===== config.mk =====
export PLATFORM = sky130hd
export DESIGN_NAME = rectangle_subtract_split_core
export DESIGN_NICKNAME = d
export VERILOG_FILES = /design/src/rtl/rss_pkg.sv /design/src/rtl/rss_front.sv /design/src/rtl/rss_queue.sv /design/src/rtl/rss_back.sv /design/src/rtl/rectangle_subtract_split_core.sv
export SDC_FILE = /design/constraint.sdc
export NUM_CORES = 2
export LEC_CHECK = 0
export BUFFER_PORTS_ARGS = -buffer_cell sky130_fd_sc_hd__buf_2
export CAP_MARGIN = 40
export CELL_PAD_IN_SITES_DETAIL_PLACEMENT = 1
export CELL_PAD_IN_SITES_GLOBAL_PLACEMENT = 1
export CORE_ASPECT_RATIO = 1.75
export CORE_UTILIZATION = 47
export CTS_BUF_LIST = sky130_fd_sc_hd__clkbuf_8
export DETAILED_ROUTE_END_ITERATION = 6
export MAX_ROUTING_LAYER = met4
export PLACE_DENSITY = 0.84
export SLEW_MARGIN = 5
export SYNTH_ARGS = -nofsm -noshare
export SYNTH_HDL_FRONTEND = slang
export SYNTH_SLANG_ARGS = --single-unit

===== constraint.sdc =====
create_clock -name i_clk -period 15.31 [get_ports i_clk]
set_clock_uncertainty 0.15 [all_clocks]
set_input_delay 0.7655 -clock i_clk [delete_from_list [all_inputs] [get_ports i_clk]]
set_output_delay 0.7655 -clock i_clk [all_outputs]
set_load 0.005 [all_outputs]

===== src/rtl/rss_pkg.sv =====
`timescale 1ns / 1ps

package rss_pkg;

    localparam int COORD_BITS  = 16;
    localparam int NPIECE      = 4;
    localparam int IN_W        = 8 * COORD_BITS;
    localparam int IN_TDATA_W  = ((IN_W + 7) / 8) * 8;
    localparam int OUT_W       = 4 * COORD_BITS;
    localparam int OUT_TDATA_W = ((OUT_W + 7) / 8) * 8;
    localparam int QDEPTH      = 2;
    localparam int QAW         = (QDEPTH > 1) ? $clog2(QDEPTH) : 1;
    localparam int QCW         = $clog2(QDEPTH + 1);

    typedef logic signed [COORD_BITS-1:0] t_coord;
    typedef logic signed [COORD_BITS:0]   t_ext;

    typedef struct packed {
        t_coord l;
        t_coord t;
        t_coord r;
        t_coord b;
    } t_box;

    // one classified item: candidate pieces, which of them survive, empty marker
    typedef struct packed {
        t_box [NPIECE-1:0]  pc;
        logic [NPIECE-1:0]  mask;
        logic               empty;
    } t_job;

    function automatic t_ext ext(input t_coord x);
        return t_ext'({x[COORD_BITS-1], x});
    endfunction

endpackage


===== src/rtl/rss_front.sv =====
`timescale 1ns / 1ps

module rss_front
    import rss_pkg::*;
(
    input  logic                  i_clk,
    input  logic                  i_rst_n,
    input  logic                  s_axis_tvalid,
    output logic                  s_axis_tready,
    // base_left, base_top, base_right, base_bottom, cut_left, cut_top, cut_right, cut_bottom
    input  logic [IN_TDATA_W-1:0] s_axis_tdata,
    output logic                  o_wr_valid,
    input  logic                  i_wr_ready,
    output t_job                  o_wr_job
);

    t_box  in_base;
    t_box  in_cut;
    t_box  n_clip;
    logic  n_ovl;

    logic  r_v;
    t_box  r_base;
    t_box  r_clip;
    logic  r_ovl;

    t_ext  pl [NPIECE];
    t_ext  pt [NPIECE];
    t_ext  pr [NPIECE];
    t_ext  pb [NPIECE];
    logic [NPIECE-1:0] keep;

    always_comb begin
        in_base.l = t_coord'(s_axis_tdata[0*COORD_BITS +: COORD_BITS]);
        in_base.t = t_coord'(s_axis_tdata[1*COORD_BITS +: COORD_BITS]);
        in_base.r = t_coord'(s_axis_tdata[2*COORD_BITS +: COORD_BITS]);
        in_base.b = t_coord'(s_axis_tdata[3*COORD_BITS +: COORD_BITS]);
        in_cut.l  = t_coord'(s_axis_tdata[4*COORD_BITS +: COORD_BITS]);
        in_cut.t  = t_coord'(s_axis_tdata[5*COORD_BITS +: COORD_BITS]);
        in_cut.r  = t_coord'(s_axis_tdata[6*COORD_BITS +: COORD_BITS]);
        in_cut.b  = t_coord'(s_axis_tdata[7*COORD_BITS +: COORD_BITS]);

        n_ovl = (in_cut.l <= in_base.r) && (in_base.l <= in_cut.r) &&
                (in_base.b >= in_cut.t) && (in_base.t <= in_cut.b);

        n_clip.l = (in_base.l > in_cut.l) ? in_base.l : in_cut.l;
        n_clip.t = (in_base.t > in_cut.t) ? in_base.t : in_cut.t;
        n_clip.r = (in_base.r < in_cut.r) ? in_base.r : in_cut.r;
        n_clip.b = (in_base.b < in_cut.b) ? in_base.b : in_cut.b;
    end

    assign s_axis_tready = !r_v || i_wr_ready;

    always_ff @(posedge i_clk) begin
        if (!i_rst_n) begin
            r_v <= 1'b0;
        end else if (s_axis_tready) begin
            r_v <= s_axis_tvalid;
        end
    end

    always_ff @(posedge i_clk) begin
        if (s_axis_tvalid && s_axis_tready) begin
            r_base <= in_base;
            r_clip <= n_clip;
            r_ovl  <= n_ovl;
        end
    end

    // band above, middle left, middle right, band below, one bit wider
    always_comb begin
        pl[0] = ext(r_base.l);             pt[0] = ext(r_base.t);
        pr[0] = ext(r_base.r);             pb[0] = ext(r_clip.t) - t_ext'(1);
        pl[1] = ext(r_base.l);             pt[1] = ext(r_clip.t);
        pr[1] = ext(r_clip.l) - t_ext'(1); pb[1] = ext(r_clip.b);
        pl[2] = ext(r_clip.r) + t_ext'(1); pt[2] = ext(r_clip.t);
        pr[2] = ext(r_base.r);             pb[2] = ext(r_clip.b);
        pl[3] = ext(r_base.l);             pt[3] = ext(r_clip.b) + t_ext'(1);
        pr[3] = ext(r_base.r);             pb[3] = ext(r_base.b);

        for (int k = 0; k < NPIECE; k++) begin
            keep[k] = (pl[k] <= pr[k]) && (pt[k] <= pb[k]);
        end

        o_wr_job = '0;
        if (!r_ovl) begin
            o_wr_job.pc[0] = r_base;
            o_wr_job.mask  = NPIECE'(1);
        end else if (keep == '0) begin
            o_wr_job.mask  = NPIECE'(1);
            o_wr_job.empty = 1'b1;
        end else begin
            for (int k = 0; k < NPIECE; k++) begin
                o_wr_job.pc[k].l = pl[k][COORD_BITS-1:0];
                o_wr_job.pc[k].t = pt[k][COORD_BITS-1:0];
                o_wr_job.pc[k].r = pr[k][COORD_BITS-1:0];
                o_wr_job.pc[k].b = pb[k][COORD_BITS-1:0];
            end
            o_wr_job.mask = keep;
        end
    end

    assign o_wr_valid = r_v;

endmodule


===== src/rtl/rss_queue.sv =====
`timescale 1ns / 1ps

module rss_queue
    import rss_pkg::*;
(
    input  logic i_clk,
    input  logic i_rst_n,
    input  logic i_wr_valid,
    output logic o_wr_ready,
    input  t_job i_wr_job,
    output logic o_rd_valid,
    input  logic i_rd_pop,
    output t_job o_rd_job
);

    t_job            r_mem [QDEPTH];
    logic [QAW-1:0]  r_wp;
    logic [QAW-1:0]  r_rp;
    logic [QCW-1:0]  r_cnt;
    logic            push;
    logic            pop;

    assign o_wr_ready = (r_cnt != QCW'(QDEPTH));
    assign o_rd_valid = (r_cnt != '0);
    assign o_rd_job   = r_mem[r_rp];
    assign push       = i_wr_valid && o_wr_ready;
    assign pop        = i_rd_pop && o_rd_valid;

    function automatic logic [QAW-1:0] bump(input logic [QAW-1:0] p);
        return (p == QAW'(QDEPTH - 1)) ? '0 : p + QAW'(1);
    endfunction

    always_ff @(posedge i_clk) begin
        if (!i_rst_n) begin
            r_wp  <= '0;
            r_rp  <= '0;
            r_cnt <= '0;
        end else begin
            if (push) begin
                r_wp <= bump(r_wp);
            end
            if (pop) begin
                r_rp <= bump(r_rp);
            end
            if (push && !pop) begin
                r_cnt <= r_cnt + QCW'(1);
            end else if (pop && !push) begin
                r_cnt <= r_cnt - QCW'(1);
            end
        end
    end

    always_ff @(posedge i_clk) begin
        if (push) begin
            r_mem[r_wp] <= i_wr_job;
        end
    end

endmodule


===== src/rtl/rss_back.sv =====
`timescale 1ns / 1ps

module rss_back
    import rss_pkg::*;
(
    input  logic                   i_clk,
    input  logic                   i_rst_n,
    input  logic                   i_rd_valid,
    output logic                   o_rd_pop,
    input  t_job                   i_rd_job,
    output logic                   m_axis_tvalid,
    input  logic                   m_axis_tready,
    // piece_left, piece_top, piece_right, piece_bottom
    output logic [OUT_TDATA_W-1:0] m_axis_tdata,
    // nothing_left
    output logic                   m_axis_tuser,
    output logic                   m_axis_tlast
);

    logic              r_busy;
    t_job              r_job;
    logic              r_m_valid;
    t_box              r_box;
    logic              r_empty;
    logic              r_last;

    t_job              cur;
    t_job              n_job;
    logic              have;
    logic              slot_free;
    logic              fire;
    logic [NPIECE-1:0] low;
    logic [NPIECE-1:0] rest;
    t_box              sel;

    assign cur       = r_busy ? r_job : i_rd_job;
    assign have      = r_busy || i_rd_valid;
    assign slot_free = !r_m_valid || m_axis_tready;
    assign fire      = have && slot_free;
    assign o_rd_pop  = fire && !r_busy;

    // lowest surviving piece goes next
    always_comb begin
        low = cur.mask & (~cur.mask + NPIECE'(1));
        sel = cur.pc[0];
        for (int k = NPIECE - 1; k >= 0; k--) begin
            if (low[k]) begin
                sel = cur.pc[k];
            end
        end
        rest = cur.mask & ~low;
        n_job = cur;
        n_job.mask = rest;
    end

    always_ff @(posedge i_clk) begin
        if (!i_rst_n) begin
            r_busy    <= 1'b0;
            r_m_valid <= 1'b0;
        end else begin
            if (fire) begin
                r_busy    <= (rest != '0);
                r_m_valid <= 1'b1;
            end else if (m_axis_tready) begin
                r_m_valid <= 1'b0;
            end
        end
    end

    always_ff @(posedge i_clk) begin
        if (fire) begin
            r_job      <= n_job;
            r_box      <= sel;
            r_empty    <= cur.empty;
            r_last     <= (rest == '0);
        end
    end

    always_comb begin
        m_axis_tdata = '0;
        m_axis_tdata[0*COORD_BITS +: COORD_BITS] = r_box.l;
        m_axis_tdata[1*COORD_BITS +: COORD_BITS] = r_box.t;
        m_axis_tdata[2*COORD_BITS +: COORD_BITS] = r_box.r;
        m_axis_tdata[3*COORD_BITS +: COORD_BITS] = r_box.b;
    end

    assign m_axis_tvalid = r_m_valid;
    assign m_axis_tuser  = r_empty;
    assign m_axis_tlast  = r_last;

endmodule


===== src/rtl/rectangle_subtract_split_core.sv =====
`timescale 1ns / 1ps

// Subtracts a cutting rectangle from a base rectangle (inclusive signed edges) and
// streams out what is left: the base whole if the two do not overlap, else up to four
// pieces in the order band above, middle left, middle right, band below, with tlast on
// the final word of each item; when the cutter covers the base, one word with tuser set
// and zero edges. The output stage sends one piece a cycle while m_axis_tready allows,
// so an item yields one to four words; the front takes an item every
// cycle while the two-entry queue has room. From input to first word an item passes
// the input register, the queue and the output register.

module rectangle_subtract_split_core
    import rss_pkg::*;
(
    input  logic                   i_clk,
    input  logic                   i_rst_n,
    input  logic                   s_axis_tvalid,
    output logic                   s_axis_tready,
    // base_left, base_top, base_right, base_bottom, cut_left, cut_top, cut_right, cut_bottom
    input  logic [IN_TDATA_W-1:0]  s_axis_tdata,
    output logic                   m_axis_tvalid,
    input  logic                   m_axis_tready,
    // piece_left, piece_top, piece_right, piece_bottom
    output logic [OUT_TDATA_W-1:0] m_axis_tdata,
    // nothing_left
    output logic                   m_axis_tuser,
    output logic                   m_axis_tlast
);

    logic wr_valid;
    logic wr_ready;
    t_job wr_job;
    logic rd_valid;
    logic rd_pop;
    t_job rd_job;

    rss_front u_front (
        .i_clk         (i_clk),
        .i_rst_n       (i_rst_n),
        .s_axis_tvalid (s_axis_tvalid),
        .s_axis_tready (s_axis_tready),
        .s_axis_tdata  (s_axis_tdata),
        .o_wr_valid    (wr_valid),
        .i_wr_ready    (wr_ready),
        .o_wr_job      (wr_job)
    );

    rss_queue u_queue (
        .i_clk      (i_clk),
        .i_rst_n    (i_rst_n),
        .i_wr_valid (wr_valid),
        .o_wr_ready (wr_ready),
        .i_wr_job   (wr_job),
        .o_rd_valid (rd_valid),
        .i_rd_pop   (rd_pop),
        .o_rd_job   (rd_job)
    );

    rss_back u_back (
        .i_clk         (i_clk),
        .i_rst_n       (i_rst_n),
        .i_rd_valid    (rd_valid),
        .o_rd_pop      (rd_pop),
        .i_rd_job      (rd_job),
        .m_axis_tvalid (m_axis_tvalid),
        .m_axis_tready (m_axis_tready),
        .m_axis_tdata  (m_axis_tdata),
        .m_axis_tuser  (m_axis_tuser),
        .m_axis_tlast  (m_axis_tlast)
    );

endmodule


==> flow_metrics.tcl <==
set metrics [dict create \
    crit_chain "or4_1, or4_4, nor3b_2, nand2_1, xor2_1, ha_1, a21o_1, a211o_1, a41oi_1, o22ai_1, o22ai_2, nand3_4, buf_4, a21boi_0" \
    die_x_um 230 \
    cp_slowest_cell "nand3_4" \
    avgSynthCellArea_um2 12.2 \
    rows 145 \
    tightest_slew_ps 943 \
    rsz0062_at_grt "no" \
    crit_path_end_kind "flip-flop" \
    gp_congestion 0.901 \
    synth_area_um2 42600 \
    antenna_found_initial 8 \
    avgRoutedWirePerCell_um 24.9 \
    path_buf_inv 1 \
    status "complete, no violations" \
    post-route-period-util 0.387 \
    drv_slew 0 \
    synth_cells 3503 \
    setup_tns_ps 0 \
    grt_max_degree 163 \
    core_area_um2 89400 \
    cts.sinks 856 \
    maxSlewHeadroom 0.372 \
    synth_nets 3866 \
    wl_um 124000 \
    cts_resized 0 \
    pre_cts_slack_ps 9530 \
    initial_core_util 0.476 \
    leakage_nw 18.0 \
    postCtsSetupRepairBufs 0 \
    arrival_ps 6290 \
    layout-drive-gt1-share 0.124 \
    num_vias 29500 \
    fin_util 0.527 \
    cts_buffers 113 \
    start_kind "flip-flop" \
    max-cap-violations 0 \
    hold_path.class "primary input to flip-flop" \
    gr-usage-all-layers 0.274 \
    dp_hpwl_um 87000 \
    worstPathMaxFanout 73 \
    io_pins 200 \
    reg2reg_slack_ps 9380 \
    drc_errors 0 \
    drt_iter0_markers 1899 \
    final_antenna_net_count 0 \
    grt_pass1_wl_um 187000 \
    cts_tree "yes" \
    drt_pass1_iterations 7 \
    fmax_ghz 0.169 \
    die_h_um 400 \
    die_area_um2 91900 \
    hold_buffers 0 \
    final_cell_mix "848 x edfxtp_1, 317 x nand2_1, 316 x inv_1" \
    final_common_cell "edfxtp_1" \
    ctsRootBufferMaster "clkbuf_8" \
    hold_viol_final 0 \
    synth-seq-cells 856 \
    clk_path_buf_depth 3 \
    period_minus_slack_ps 5930 \
    syn_to_final_growth_pct 10.6 \
    vdd_drop_max_uv 165 \
    fin_ws_ps 9380 \
    ys_warn_count 0 \
    grt_pass1_vias 31600 \
    synth_top_flop_cell "edfxtp_1" \
    htree_levels 3 \
    grt_overflow 0 \
    critPathRequiredTime_ps 15670 \
    power.density_nw_per_um2 178 \
    numPortBuffers 199 \
    setup-violations-final 0 \
    cp_top_family "simple AND/OR/NAND/NOR gates" \
    ys_seq_area_frac 0.601 \
    clkLatencyLatePin_ps 770 \
    fin_nets 4048 \
    max_stage_delay_ps 760 \
    ys_async_sr_fraction 0 \
    synth_edf_count 848 \
    clk_pin_slew_worst_paths_ps 70 \
    power_mw 8.38 \
    ys_types 78 \
    nFillCells 9334 \
    crit_type "flip-flop to flip-flop" \
    avgViaCountPerCell 5.95 \
]
==> state kept, by name (all words and copies together) (netlist names), named ones only <==
signal,cells
u_queue.r_rp,1
u_front.pl,16
u_queue.r_cnt,2
u_back.r_job,260
u_front.r_clip,32
u_back.m_axis_tdata,64
u_queue.r_mem,394
u_front.r_ovl,1
u_front.pr,16
u_front.o_wr_valid,1
u_front.pb,32
u_back.m_axis_tvalid,1
u_queue.r_wp,1
u_front.pt,32
u_back.r_busy,1
u_back.m_axis_tlast,1
==> layer usage <==
| layer | track usage | wire length, µm | up-vias |
|---|---|---|---|
| met4 | 0.122 | 5230 | 0 |
| li1 | - | - | 13300 |
| met1 | 0.318 | 48500 | 14900 |
| met3 | 0.0386 | 6680 | 269 |
| met5 | - | 0 | - |
| met2 | 0.469 | 63200 | 1043 |
==> cells in the mapped netlist (all sizes together), types with 13 or more instances <==
library cell	number	area [µm²]
a21oi	290	1450
o211ai	45	343
inv	284	1070
nor2	87	327
a21boi	67	503
mux2	38	432
o21a	13	97.6
mux2i	217	2200
nand3	76	385
nor2b	121	757
buf	84	495
o21ai	231	1160
and2	14	87.6
a21o	22	165
a22oi	25	188
edfxtp	848	25500
a211oi	93	698
nor3	32	160
nor3b	39	298
nand4	38	244
nand2	318	1190
xor2	18	158
a31oi	24	150
clkbuf	99	372
xnor2	40	350
ha	231	2890
==> metrics by stage <==
step                cell area (µm²)  std cells  hold WS [ps]
CTS                           47000       4952          14.6
floorplan                     42600       3503           353
detailed placement            44800       4744           398
finish                        47100       4961          64.2
global placement              44600       4732           395
global route                  47100       4959          38.8
==> cells by family after synthesis <==
family                   synth area share
XOR/XNOR                           0.0119
buffers and inverters              0.0454
AND/OR/NAND/NOR                    0.0911
multiplexers                       0.0617
flip-flops                          0.601
AO/OA/AOI/OAI                       0.121
adder cells (fa/ha/maj)            0.0678
==> worst reg2reg max path, delay by kind of cell, from the launching register on <==
| family | cells | cell delay [ps] |
|---|---|---|
| xor+xnor | 1 | 190 |
| flops | 1 | 440 |
| fa+ha+maj | 1 | 290 |
| simple gates | 5 | 2240 |
| compound gates | 6 | 1700 |
| buf+inv | 1 | 670 |
==> power by group <==
group | internal, mW | leakage, nW | switching, mW | total [mW]
clock | 0.836 | 1.23 | 0.862 | 1.70
sequential | 3.57 | 8.15 | 0.254 | 3.82
combinational | 0.860 | 8.60 | 1.99 | 2.85
==> final cells by class <==
type                            instances  area [µm²]  share of cell area
Sequential cell                       856       25600               0.544
Multi-Input combinational cell       2180       15100               0.321
Timing Repair Buffer                  250        1600              0.0339
Clock buffer                          115        1580              0.0336
Tap cell                             1176        1470              0.0312
Inverter                              284        1070              0.0226
Clock inverter                         93         616              0.0131
Antenna cell                            7        17.5            0.000372
==> final timing paths <==
check	startpoint	endpoint	cells after the start
setup / recovery	u_front.r_clip[50]$_DFFE_PP_	u_queue.r_mem[1][190]$_DFFE_PP_	14
hold / removal	s_axis_tdata[0]	u_front.pl[0]$_DFFE_PP_	1
setup reg to reg	u_front.r_clip[50]$_DFFE_PP_	u_queue.r_mem[1][190]$_DFFE_PP_	14
hold reg to reg	u_queue.r_cnt[1]$_SDFFE_PN0P_	u_queue.r_cnt[1]$_SDFFE_PN0P_	2
No activity file was read; power rests on OpenSTA's default activity.
